`src/hdl/sha256_pkg.sv`:
```
// Shared SHA-256 constants, round functions and control structs.
package sha256_pkg;

	localparam logic [7:0] PAD_BYTE  = 8'h80;
	localparam logic [5:0] LEN_START = 6'd56;
	localparam logic [5:0] LAST_SLOT = 6'd63;

	typedef struct packed {
		logic       shift;
		logic [7:0] byte_in;
		logic       expand;
	} sched_ctl_t;

	typedef struct packed {
		logic       load;
		logic       step;
		logic       fold;
		logic       restart;
		logic [5:0] round;
	} round_ctl_t;

	function automatic logic [31:0] rotr(input logic [31:0] x, input int unsigned n);
		return (x >> n) | (x << (32 - n));
	endfunction

	function automatic logic [31:0] big_sigma0(input logic [31:0] x);
		return rotr(x, 2) ^ rotr(x, 13) ^ rotr(x, 22);
	endfunction

	function automatic logic [31:0] big_sigma1(input logic [31:0] x);
		return rotr(x, 6) ^ rotr(x, 11) ^ rotr(x, 25);
	endfunction

	function automatic logic [31:0] small_sigma0(input logic [31:0] x);
		return rotr(x, 7) ^ rotr(x, 18) ^ (x >> 3);
	endfunction

	function automatic logic [31:0] small_sigma1(input logic [31:0] x);
		return rotr(x, 17) ^ rotr(x, 19) ^ (x >> 10);
	endfunction

	function automatic logic [31:0] init_word(input logic [2:0] idx);
		logic [31:0] r;
		case (idx)
			3'd0: r = 32'h6a09e667;
			3'd1: r = 32'hbb67ae85;
			3'd2: r = 32'h3c6ef372;
			3'd3: r = 32'ha54ff53a;
			3'd4: r = 32'h510e527f;
			3'd5: r = 32'h9b05688c;
			3'd6: r = 32'h1f83d9ab;
			default: r = 32'h5be0cd19;
		endcase
		return r;
	endfunction

	function automatic logic [31:0] round_k(input logic [5:0] idx);
		logic [31:0] r;
		case (idx)
			6'd0:  r = 32'h428a2f98;  6'd1:  r = 32'h71374491;
			6'd2:  r = 32'hb5c0fbcf;  6'd3:  r = 32'he9b5dba5;
			6'd4:  r = 32'h3956c25b;  6'd5:  r = 32'h59f111f1;
			6'd6:  r = 32'h923f82a4;  6'd7:  r = 32'hab1c5ed5;
			6'd8:  r = 32'hd807aa98;  6'd9:  r = 32'h12835b01;
			6'd10: r = 32'h243185be;  6'd11: r = 32'h550c7dc3;
			6'd12: r = 32'h72be5d74;  6'd13: r = 32'h80deb1fe;
			6'd14: r = 32'h9bdc06a7;  6'd15: r = 32'hc19bf174;
			6'd16: r = 32'he49b69c1;  6'd17: r = 32'hefbe4786;
			6'd18: r = 32'h0fc19dc6;  6'd19: r = 32'h240ca1cc;
			6'd20: r = 32'h2de92c6f;  6'd21: r = 32'h4a7484aa;
			6'd22: r = 32'h5cb0a9dc;  6'd23: r = 32'h76f988da;
			6'd24: r = 32'h983e5152;  6'd25: r = 32'ha831c66d;
			6'd26: r = 32'hb00327c8;  6'd27: r = 32'hbf597fc7;
			6'd28: r = 32'hc6e00bf3;  6'd29: r = 32'hd5a79147;
			6'd30: r = 32'h06ca6351;  6'd31: r = 32'h14292967;
			6'd32: r = 32'h27b70a85;  6'd33: r = 32'h2e1b2138;
			6'd34: r = 32'h4d2c6dfc;  6'd35: r = 32'h53380d13;
			6'd36: r = 32'h650a7354;  6'd37: r = 32'h766a0abb;
			6'd38: r = 32'h81c2c92e;  6'd39: r = 32'h92722c85;
			6'd40: r = 32'ha2bfe8a1;  6'd41: r = 32'ha81a664b;
			6'd42: r = 32'hc24b8b70;  6'd43: r = 32'hc76c51a3;
			6'd44: r = 32'hd192e819;  6'd45: r = 32'hd6990624;
			6'd46: r = 32'hf40e3585;  6'd47: r = 32'h106aa070;
			6'd48: r = 32'h19a4c116;  6'd49: r = 32'h1e376c08;
			6'd50: r = 32'h2748774c;  6'd51: r = 32'h34b0bcb5;
			6'd52: r = 32'h391c0cb3;  6'd53: r = 32'h4ed8aa4a;
			6'd54: r = 32'h5b9cca4f;  6'd55: r = 32'h682e6ff3;
			6'd56: r = 32'h748f82ee;  6'd57: r = 32'h78a5636f;
			6'd58: r = 32'h84c87814;  6'd59: r = 32'h8cc70208;
			6'd60: r = 32'h90befffa;  6'd61: r = 32'ha4506ceb;
			6'd62: r = 32'hbef9a3f7;
			default: r = 32'hc67178f2;
		endcase
		return r;
	endfunction

endpackage

```
`src/hdl/sha256_stream_hasher.sv`:
```
// Top level: streaming SHA-256 hasher with byte input and word-wide digest output.
// Streaming SHA-256 over a byte message. Each input item with tuser = 0 appends the tdata
// byte to the current 64-byte block; after the item that completes a block, tready stays
// low while the block is compressed (64 rounds through the single shared round unit, one
// per cycle, then a fold of the result into the chaining words). An item with tuser = 1
// finishes the message: the padding bytes (0x80, zeros, 64-bit big-endian bit length) are
// pushed through the same byte path one per cycle and the padded block is compressed, with
// a second padded block when more than 55 bytes are pending. The digest then leaves as
// eight output items, word 0 first, tlast on word 7, at one item per cycle under m_tready.
// After the last word the hasher is back at its initial values and takes a new message;
// tready stays low from finish to the last word.
module sha256_stream_hasher (
	input  logic        clk,
	input  logic        arst_n,
	input  logic        s_tvalid,
	output logic        s_tready,
	input  logic [7:0]  s_tdata,   // [7:0] data_byte
	input  logic        s_tuser,   // [0] mode
	output logic        m_tvalid,
	input  logic        m_tready,
	output logic [31:0] m_tdata,   // [31:0] digest_word
	output logic [2:0]  m_tuser,   // [2:0] word_index
	output logic        m_tlast    // last_word
);
	import sha256_pkg::*;

	localparam logic MODE_FINISH = 1'b1;

	localparam logic [2:0] ST_IDLE = 3'd0;
	localparam logic [2:0] ST_PAD  = 3'd1;
	localparam logic [2:0] ST_COMP = 3'd2;
	localparam logic [2:0] ST_FOLD = 3'd3;
	localparam logic [2:0] ST_EMIT = 3'd4;

	localparam logic [2:0] LAST_WORD = 3'd7;

	logic [2:0]  state_q;
	logic [60:0] count_q;    // message bytes, wraps mod 2^61
	logic [5:0]  fill_q;     // bytes in current block
	logic [5:0]  round_q;    // round index, wraps back to 0 after 64 rounds
	logic [2:0]  idx_q;      // digest word being sent
	logic        padding_q;  // finishing a message
	logic        first_q;    // next pad byte is the 0x80 marker
	logic        final_q;    // this block carries the length
	logic [63:0] len_q;      // bit length, top byte goes out next

	logic       in_acc, out_acc;
	logic       len_slot;
	logic       byte_shift, block_full;
	logic [7:0] pad_byte;

	sched_ctl_t  sched_ctl;
	round_ctl_t  round_ctl;
	logic [31:0] w_cur;
	logic [31:0] chain_word;

	assign s_tready = (state_q == ST_IDLE);
	assign in_acc   = s_tvalid && s_tready;
	assign m_tvalid = (state_q == ST_EMIT);
	assign out_acc  = m_tvalid && m_tready;

	// length occupies the last eight slots of the final block
	assign len_slot = !first_q && final_q && (fill_q >= LEN_START);
	assign pad_byte = first_q ? PAD_BYTE : (len_slot ? len_q[63:56] : 8'h00);

	assign byte_shift = (in_acc && (s_tuser != MODE_FINISH)) || (state_q == ST_PAD);
	assign block_full = byte_shift && (fill_q == LAST_SLOT);

	assign sched_ctl.shift   = byte_shift;
	assign sched_ctl.byte_in = (state_q == ST_PAD) ? pad_byte : s_tdata;
	assign sched_ctl.expand  = (state_q == ST_COMP);

	assign round_ctl.load    = block_full;
	assign round_ctl.step    = (state_q == ST_COMP);
	assign round_ctl.fold    = (state_q == ST_FOLD);
	assign round_ctl.restart = out_acc && (idx_q == LAST_WORD);
	assign round_ctl.round   = round_q;

	sha256_sched u_sched (
		.clk   (clk),
		.ctl   (sched_ctl),
		.w_cur (w_cur)
	);

	sha256_round u_round (
		.clk        (clk),
		.arst_n     (arst_n),
		.ctl        (round_ctl),
		.w_cur      (w_cur),
		.word_sel   (idx_q),
		.chain_word (chain_word)
	);

	assign m_tdata = chain_word;
	assign m_tuser = idx_q;
	assign m_tlast = (idx_q == LAST_WORD);

	always_ff @(posedge clk or negedge arst_n) begin
		if (!arst_n) begin
			state_q   <= ST_IDLE;
			count_q   <= '0;
			fill_q    <= '0;
			round_q   <= '0;
			idx_q     <= '0;
			padding_q <= 1'b0;
			first_q   <= 1'b0;
			final_q   <= 1'b0;
		end else begin
			case (state_q)
				ST_IDLE: begin
					if (in_acc) begin
						if (s_tuser == MODE_FINISH) begin
							padding_q <= 1'b1;
							first_q   <= 1'b1;
							final_q   <= (fill_q < LEN_START);
							state_q   <= ST_PAD;
						end else begin
							count_q <= count_q + 61'd1;
							fill_q  <= fill_q + 6'd1;
							if (block_full) state_q <= ST_COMP;
						end
					end
				end
				ST_PAD: begin
					first_q <= 1'b0;
					fill_q  <= fill_q + 6'd1;
					if (block_full) state_q <= ST_COMP;
				end
				ST_COMP: begin
					round_q <= round_q + 6'd1;
					if (round_q == LAST_SLOT) state_q <= ST_FOLD;
				end
				ST_FOLD: begin
					if (!padding_q) begin
						state_q <= ST_IDLE;
					end else if (final_q) begin
						idx_q   <= '0;
						state_q <= ST_EMIT;
					end else begin
						// overflow block done, the next one carries the length
						final_q <= 1'b1;
						state_q <= ST_PAD;
					end
				end
				ST_EMIT: begin
					if (out_acc) begin
						idx_q <= idx_q + 3'd1;
						if (idx_q == LAST_WORD) begin
							count_q   <= '0;
							fill_q    <= '0;
							padding_q <= 1'b0;
							final_q   <= 1'b0;
							state_q   <= ST_IDLE;
						end
					end
				end
				default: state_q <= ST_IDLE;
			endcase
		end
	end

	// bit length captured on finish, shifted out a byte at a time
	always_ff @(posedge clk) begin
		if (in_acc && (s_tuser == MODE_FINISH)) begin
			len_q <= {count_q, 3'b000};
		end else if ((state_q == ST_PAD) && len_slot) begin
			len_q <= {len_q[55:0], 8'h00};
		end
	end

endmodule

```
`src/hdl/sha256_sched.sv`:
```
// Block buffer as a byte shift line that doubles as the 16-word message schedule window.
module sha256_sched (
	input  logic                    clk,
	input  sha256_pkg::sched_ctl_t  ctl,
	output logic [31:0]             w_cur
);
	import sha256_pkg::*;

	// word k of the window sits at bits [511-32k -: 32]
	logic [511:0] win_q;
	logic [31:0]  w_new;

	assign w_cur = win_q[511:480];
	assign w_new = small_sigma1(win_q[511-32*14 -: 32]) + win_q[511-32*9 -: 32]
	             + small_sigma0(win_q[511-32*1 -: 32]) + win_q[511:480];

	always_ff @(posedge clk) begin
		if (ctl.shift) begin
			win_q <= {win_q[503:0], ctl.byte_in};
		end else if (ctl.expand) begin
			win_q <= {win_q[479:0], w_new};
		end
	end

endmodule

```
`src/hdl/sha256_round.sv`:
```
// Chaining words, working variables and the shared compression round unit.
module sha256_round (
	input  logic                    clk,
	input  logic                    arst_n,
	input  sha256_pkg::round_ctl_t  ctl,
	input  logic [31:0]             w_cur,
	input  logic [2:0]              word_sel,
	output logic [31:0]             chain_word
);
	import sha256_pkg::*;

	logic [31:0] chain_q [8];
	logic [31:0] v_q [8];
	logic [31:0] t1, t2;

	assign t1 = v_q[7] + big_sigma1(v_q[4]) + ((v_q[4] & v_q[5]) ^ (~v_q[4] & v_q[6]))
	          + round_k(ctl.round) + w_cur;
	assign t2 = big_sigma0(v_q[0]) + ((v_q[0] & v_q[1]) ^ (v_q[0] & v_q[2]) ^ (v_q[1] & v_q[2]));

	assign chain_word = chain_q[word_sel];

	always_ff @(posedge clk or negedge arst_n) begin
		if (!arst_n) begin
			for (int i = 0; i < 8; i++) chain_q[i] <= init_word(3'(i));
		end else if (ctl.restart) begin
			for (int i = 0; i < 8; i++) chain_q[i] <= init_word(3'(i));
		end else if (ctl.fold) begin
			for (int i = 0; i < 8; i++) chain_q[i] <= chain_q[i] + v_q[i];
		end
	end

	always_ff @(posedge clk) begin
		if (ctl.load) begin
			for (int i = 0; i < 8; i++) v_q[i] <= chain_q[i];
		end else if (ctl.step) begin
			v_q[7] <= v_q[6];
			v_q[6] <= v_q[5];
			v_q[5] <= v_q[4];
			v_q[4] <= v_q[3] + t1;
			v_q[3] <= v_q[2];
			v_q[2] <= v_q[1];
			v_q[1] <= v_q[0];
			v_q[0] <= t1 + t2;
		end
	end

endmodule
```
`config.mk`:
```
export PLATFORM = sky130hd
export DESIGN_NAME = sha256_stream_hasher
export DESIGN_NICKNAME = d
export VERILOG_FILES = /design/src/hdl/sha256_pkg.sv /design/src/hdl/sha256_stream_hasher.sv /design/src/hdl/sha256_sched.sv /design/src/hdl/sha256_round.sv
export SDC_FILE = /design/constraint.sdc
export NUM_CORES = 2
export LEC_CHECK = 0
export BUFFER_PORTS_ARGS = -buffer_cell sky130_fd_sc_hd__buf_2
export CELL_PAD_IN_SITES_DETAIL_PLACEMENT = 0
export CELL_PAD_IN_SITES_GLOBAL_PLACEMENT = 1
export CORE_AREA = 5 5 408 410
export CTS_BUF_LIST = sky130_fd_sc_hd__clkbuf_8
export DETAILED_ROUTE_END_ITERATION = 8
export DIE_AREA = 0 0 413 415
export HOLD_SLACK_MARGIN = 0.1
export PLACE_DENSITY_LB_ADDON = 0.1
export SLEW_MARGIN = 20
export SYNTH_ARGS = -nofsm -noshare
export SYNTH_HDL_FRONTEND = slang
export SYNTH_HIERARCHICAL = 1
export SYNTH_SLANG_ARGS = --single-unit
export TNS_END_PERCENT = 20
```
`constraint.sdc`:
```
create_clock -name clk -period 8 [get_ports clk]
set_input_delay 0.8 -clock clk [delete_from_list [all_inputs] [get_ports clk]]
set_output_delay 0.8 -clock clk [all_outputs]
set_load 0.1 [all_outputs]
```
Word-level counts from Yosys, hierarchy flattened

Memories as Yosys holds them, arrays and structs flattened.
Cells that the tools add are included.

Input port bits: 13
Register bits: 911
Word-level logic and storage cells: 182
Bits in writable memories: 256
Memories kept: 2
ROM bits: 2048
Output and inout port bits: 38

Multiplexer cells: 58
Add/subtract/negate cells: 22
Bitwise operators: 37
Magnitude comparators: 3
Reductions and logical operators: 27
Equality and inequality tests: 15

Memories:

| name             | depth | bits a word | read ports | clocked after Yosys merged registers in | wr ports | RTL line           | text |
|---|---|---|---|---|---|---|---|
| (name not given) | 64    | 32          | 1          | 0                                       | 0        | sha256_pkg.sv:59   | `case (idx)` |
| u_round.v_q      | 8     | 32          | 8          | 0                                       | 8        | sha256_round.sv:13 | `logic [31:0] v_q [8];` |

Operators by type and width:

| operator                | number |
|---|---|
| $mux W512               | 2 |
| $add A32 B32 Y32        | 18 |
| $mux W256               | 2 |
| $mux W32                | 10 |
| $xor A32 B32 Y32        | 9 |
| $mux W61                | 4 |
| $and A32 B32 Y32        | 5 |
| $mux W64                | 2 |
| $pmux W61 S2            | 1 |
| $bmux W32 S3            | 1 |
| $add A61 B1 Y61 const B | 1 |
| $mux W3                 | 11 |
| $not A32 Y32            | 1 |
| $or A10 B32 Y32         | 1 |
| $or A13 B32 Y32         | 1 |
| $or A14 B32 Y32         | 1 |
| $or A15 B32 Y32         | 1 |
| $or A19 B32 Y32         | 1 |
| $or A21 B32 Y32         | 1 |
| $or A25 B32 Y32         | 1 |
| $or A26 B32 Y32         | 1 |
| $or A30 B32 Y32         | 1 |
| $or A7 B32 Y32          | 1 |
| $xor A32 B22 Y32        | 1 |
| 33 further kinds        | 84 |

Logic depth before layout (Yosys ltp)

An unclocked memory read counts as a cell.

Depth after elaboration: 10
Gate-level depth with buffers: 37

Cells and area by module

Netlist, hierarchy kept.

Modules (own cells, without submodules):

| module               | times used | cells an instance | sequential area each (um^2) | area an instance (um^2) |
|---|---|---|---|---|
| sha256_round         | 1          | 5267              | 14263.7                     | 46457.1 |
| sha256_sched         | 1          | 1642              | 15374.7                     | 25808.5 |
| sha256_stream_hasher | 1          | 607               | 3883.7                      | 6895.4 |

Worst setup path before layout

OpenSTA, ideal clock, no wires.

Path kind: in2reg
Start: input port s_tvalid
End: register u_sched.win_q[0], enable pin
Slack: -598 ps
Arrival time: 7931 ps
Cell stages on the path: 7
Setup time: 667 ps
Required time: 7333 ps
Cells stage by stage: nor2b_1 > o21ai_0 > inv_1 > clkbuf_1 > clkbuf_1 > clkbuf_1 > or2_2

Cells in the longest elaborated chain, start to end: 4

RTL lines:

| item                                | RTL line                   | text |
|---|---|---|
| from (decl)                         | sha256_stream_hasher.sv:15 | `input logic s_tvalid,` |
| $logic_and A1 B1 Y1                 | sha256_stream_hasher.sv:58 | `assign in_acc = s_tvalid && s_tready;` |
| $logic_and A1 B1 Y1                 | sha256_stream_hasher.sv:66 | `assign byte_shift = (in_acc && (s_tuser != MODE_FINISH)) \|\| (state_q == ST_PAD);` |
| $logic_or A1 B1 Y1                  | sha256_stream_hasher.sv:66 |  |
| net byte_shift                      | sha256_stream_hasher.sv:49 | `logic byte_shift, block_full;` |
| $reduce_bool A2 Y1 (no source line) | n/a                        |  |
| to (signal assigned)                | sha256_sched.sv:19         | `win_q <= {win_q[503:0], ctl.byte_in};` |
| to (signal assigned)                | sha256_sched.sv:21         | `win_q <= {win_q[479:0], w_new};` |
| to (decl)                           | sha256_sched.sv:10         | `logic [511:0] win_q;` |

The timed path passes the listed nets, and every way through them passes these cells.
A chain may end at the register's enable or synchronous reset.

==> flow_summary.json <==
{
  "status": "finished, final reports clean",
  "synth_simple_gate_area_frac": 0.114,
  "via_per_inst": 5.87,
  "grt_max_degree": 195,
  "drv_slew": 0,
  "worst_path_max_delay_cell": "fa_1",
  "synth_area_um2": 79200,
  "dieArea_um2": 171000,
  "synth-compound-area-share": 0.128,
  "cts_buffers": 208,
  "die_h_um": 415,
  "path_class": "flop to flop",
  "fmax_ghz": 0.131,
  "grt_pass1_vias": 59400,
  "final_util": 0.544,
  "core.rowCount": 148,
  "io_buffers": 50,
  "grt_antenna_before_repair": 16,
  "dp_slack_ns": -0.411,
  "cts.htree.levels": 4,
  "syn_avg_cell_area_um2": 10.5,
  "finalClockSkew_ns": 0.0647,
  "totalWireLength_um": 262000,
  "clk_latency_ns": 1.01,
  "via_count": 59600,
  "path_clk_slew_ns": 0.06,
  "hold_path_class": "input port to flop",
  "hpwl_um": 196000,
  "gr-usage-all-layers": 0.301,
  "syn_nets": 8116,
  "cpPeakStageDelay_ns": 0.54,
  "cp_common_cell": "buf_4",
  "hold_end": "u_sched/win_q[3]",
  "worst_slew_pin_slew_ns": 1.29,
  "syn_to_final_growth_pct": 11.4,
  "clkSinkCount": 1167,
  "num-fill-cells": 14600,
  "yosys.area_share.adder": 0.115,
  "async_flop_share": 0.290,
  "cts_root_buf": "clkbuf_8",
  "synth-seq-area-share": 0.423,
  "place_congestion": 0.985,
  "cap_violations": 0,
  "holdPathStages": 4,
  "ant_nets": 0,
  "finalNonFillerCells": 10200,
  "die_w_um": 413,
  "drive_gt1_frac": 0.208,
  "synthFlopType": "edfxtp_1",
  "relSlewSlack": 0.132,
  "ys_ff_latch": 1167,
  "hold_violations": 0,
  "synth.area.mux_share": 0.115,
  "ff2ff_path_depth": 35,
  "r2r-end": "u_round/v_q[0][30]",
  "min_period_ns": 7.63,
  "arrival_ns": 8.36,
  "synth_top_family_by_area": "compound AO/OA/AOI/OAI gates",
  "layout_common_cells": "1040 x nand2_1, 829 x edfxtp_1, 589 x mux2_2",
  "drc_errors": 0,
  "netlist_instances": 7516,
  "wl_per_cell_um": 25.8,
  "hp-start": "s_tdata[3]",
  "fin_nets": 8389,
  "io_pins": 51,
  "drt_first_pass_iters": 5,
  "crit_path_max_fanout": 31,
  "r2r_slack_ns": 0.37,
  "drt_iter0_drc": 4522,
  "ys.warnings.count": 6,
  "start_util": 0.489,
  "synth_enable_flop_cells": 829,
  "core_area_um2": 162000,
  "synth-xor-area-share": 0.0662,
  "grt_pass1_wl_um": 387000,
  "clk_path_buf_depth": 3,
  "worstReg2RegStart": "round_q[2]",
  "setup_viol": 0,
  "cp-start-kind": "flop",
  "endpoint_kind": "flop",
  "dp.cells": 9747,
  "cp.required_ns": 8.73,
  "cts_tree": "yes",
  "period_share": 0.954,
  "ys_types": 105,
  "layout_commonest_cell": "nand2_1",
  "fin_ws_ns": 0.366,
  "overflow": 0
}
==> critical path, delay by kind of cell (launching register included) <==
family / cells / cell delay, ns
XOR/XNOR: 2 / 0.25
AND/OR/NAND/NOR: 4 / 0.49
buffers and inverters: 8 / 1.16
AO/OA/AOI/OAI: 16 / 2.88
flip-flops: 1 / 0.51
adder cells (fa/ha/maj): 5 / 2.07
==> synth_stat cells, types with 19 or more instances <==
master | n | share of area
dfstp_2 | 136 | 0.045
o211ai_1 | 45 | 0.0043
buf_1 | 51 | 0.0024
ha_1 | 392 | 0.062
nor2_1 | 420 | 0.020
o21bai_1 | 47 | 0.0045
a21oi_1 | 419 | 0.026
a311oi_1 | 19 | 0.0021
or2_2 | 20 | 0.0016
nand3_1 | 109 | 0.0069
nand2_1 | 1041 | 0.049
o21a_1 | 62 | 0.0059
a211o_1 | 52 | 0.0058
xnor2_1 | 420 | 0.046
buf_4 | 33 | 0.0031
clkbuf_1 | 314 | 0.015
inv_1 | 344 | 0.016
nand2b_1 | 47 | 0.0037
o21ai_0 | 415 | 0.026
edfxtp_1 | 829 | 0.31
maj3_1 | 31 | 0.0039
and3_1 | 45 | 0.0036
a211oi_1 | 58 | 0.0055
nand4_1 | 50 | 0.0040
fa_1 | 195 | 0.049
or3_1 | 47 | 0.0037
xor2_1 | 178 | 0.020
a31oi_1 | 59 | 0.0047
mux2i_1 | 92 | 0.012
dfrtp_1 | 202 | 0.064
nor3_1 | 108 | 0.0068
o31ai_1 | 36 | 0.0034
a21o_1 | 146 | 0.014
mux2_2 | 589 | 0.084
mux4_2 | 68 | 0.019
nor2b_1 | 51 | 0.0040
and2_1 | 28 | 0.0022
==> cell type report <==
class | count | area [µm²] | share of cell area
clock buffers | 225 | 3100 | 0.0351
multi-input cells | 5589 | 43000 | 0.487
inverters | 350 | 1330 | 0.0150
flip-flops and latches | 1167 | 33500 | 0.380
diodes | 17 | 42.5 | 0.000482
well taps | 2175 | 2720 | 0.0309
clock inverters | 159 | 872 | 0.00989
repair buffers | 473 | 3650 | 0.0414
==> routing by layer <==
layer  vias up  routed length (µm)  GRT usage
met1     29800              110000      0.391
li1      27600                   -          -
met5         -                   0          0
met3       432               12200     0.0370
met2      1723              129000      0.512
met4         0               11400      0.120
==> cell families (layout without fill, tap and decap cells) <==
| logic type | Yosys count | in the layout |
|---|---|---|
| AO/OA/AOI/OAI | 1575 | 1575 |
| XOR/XNOR | 598 | 598 |
| adder cells (fa/ha/maj) | 618 | 618 |
| buffers and inverters | 760 | 1207 |
| flip-flops | 1167 | 1167 |
| multiplexers | 751 | 751 |
| other | 0 | 17 |
| AND/OR/NAND/NOR | 2047 | 2047 |
==> per-stage QoR <==
step / cell area (µm²) / hold slack, ns / TNS, ns
4_1_cts: 87800 / 0.266 / 0
6_report: 88200 / 0.384 / 0
3_3_place_gp: 83800 / 0.508 / -3.63
5_1_grt: 88200 / 0.331 / -0.0858
2_1_floorplan: 79200 / 0.454 / -0.361
3_5_place_dp: 83800 / 0.512 / -2.44
==> state kept, by name, indices dropped and copies added, names as in the netlist, 3 cells and up <==
name,count
u_round/chain_q,256
u_round/v_q,256
count_q,61
round_q,6
state_q,3
m_tuser,3
u_sched/win_q,512
fill_q,6
len_q,61
==> worst max path at each step <==
stage	startpoint	endpoint	slack, ns
global route	round_q[1]	u_round/v_q[0][31]	-0.05
CTS	round_q[1]	u_round/v_q[0][30]	0.005
floorplan	round_q[0]	u_round/v_q[0][30]	-0.16
global placement	round_q[1]	u_round/v_q[0][30]	-0.55
finish	round_q[2]	u_round/v_q[0][30]	0.37
detailed placement	round_q[1]	u_round/v_q[0][30]	-0.41
==> what timing repair did <==
action                     4_1_cts  5_1_grt
setup endpoints to repair       12       23
buffers inserted                 0        2
hold endpoints to repair        32        0
pin swaps                        0       11
hold buffers                     4        0
gates resized for setup          7       72
cloned                           0        1
Power is not shown: default switching activity piles up to over one toggle a cycle in this logic, so the estimate is an artifact.
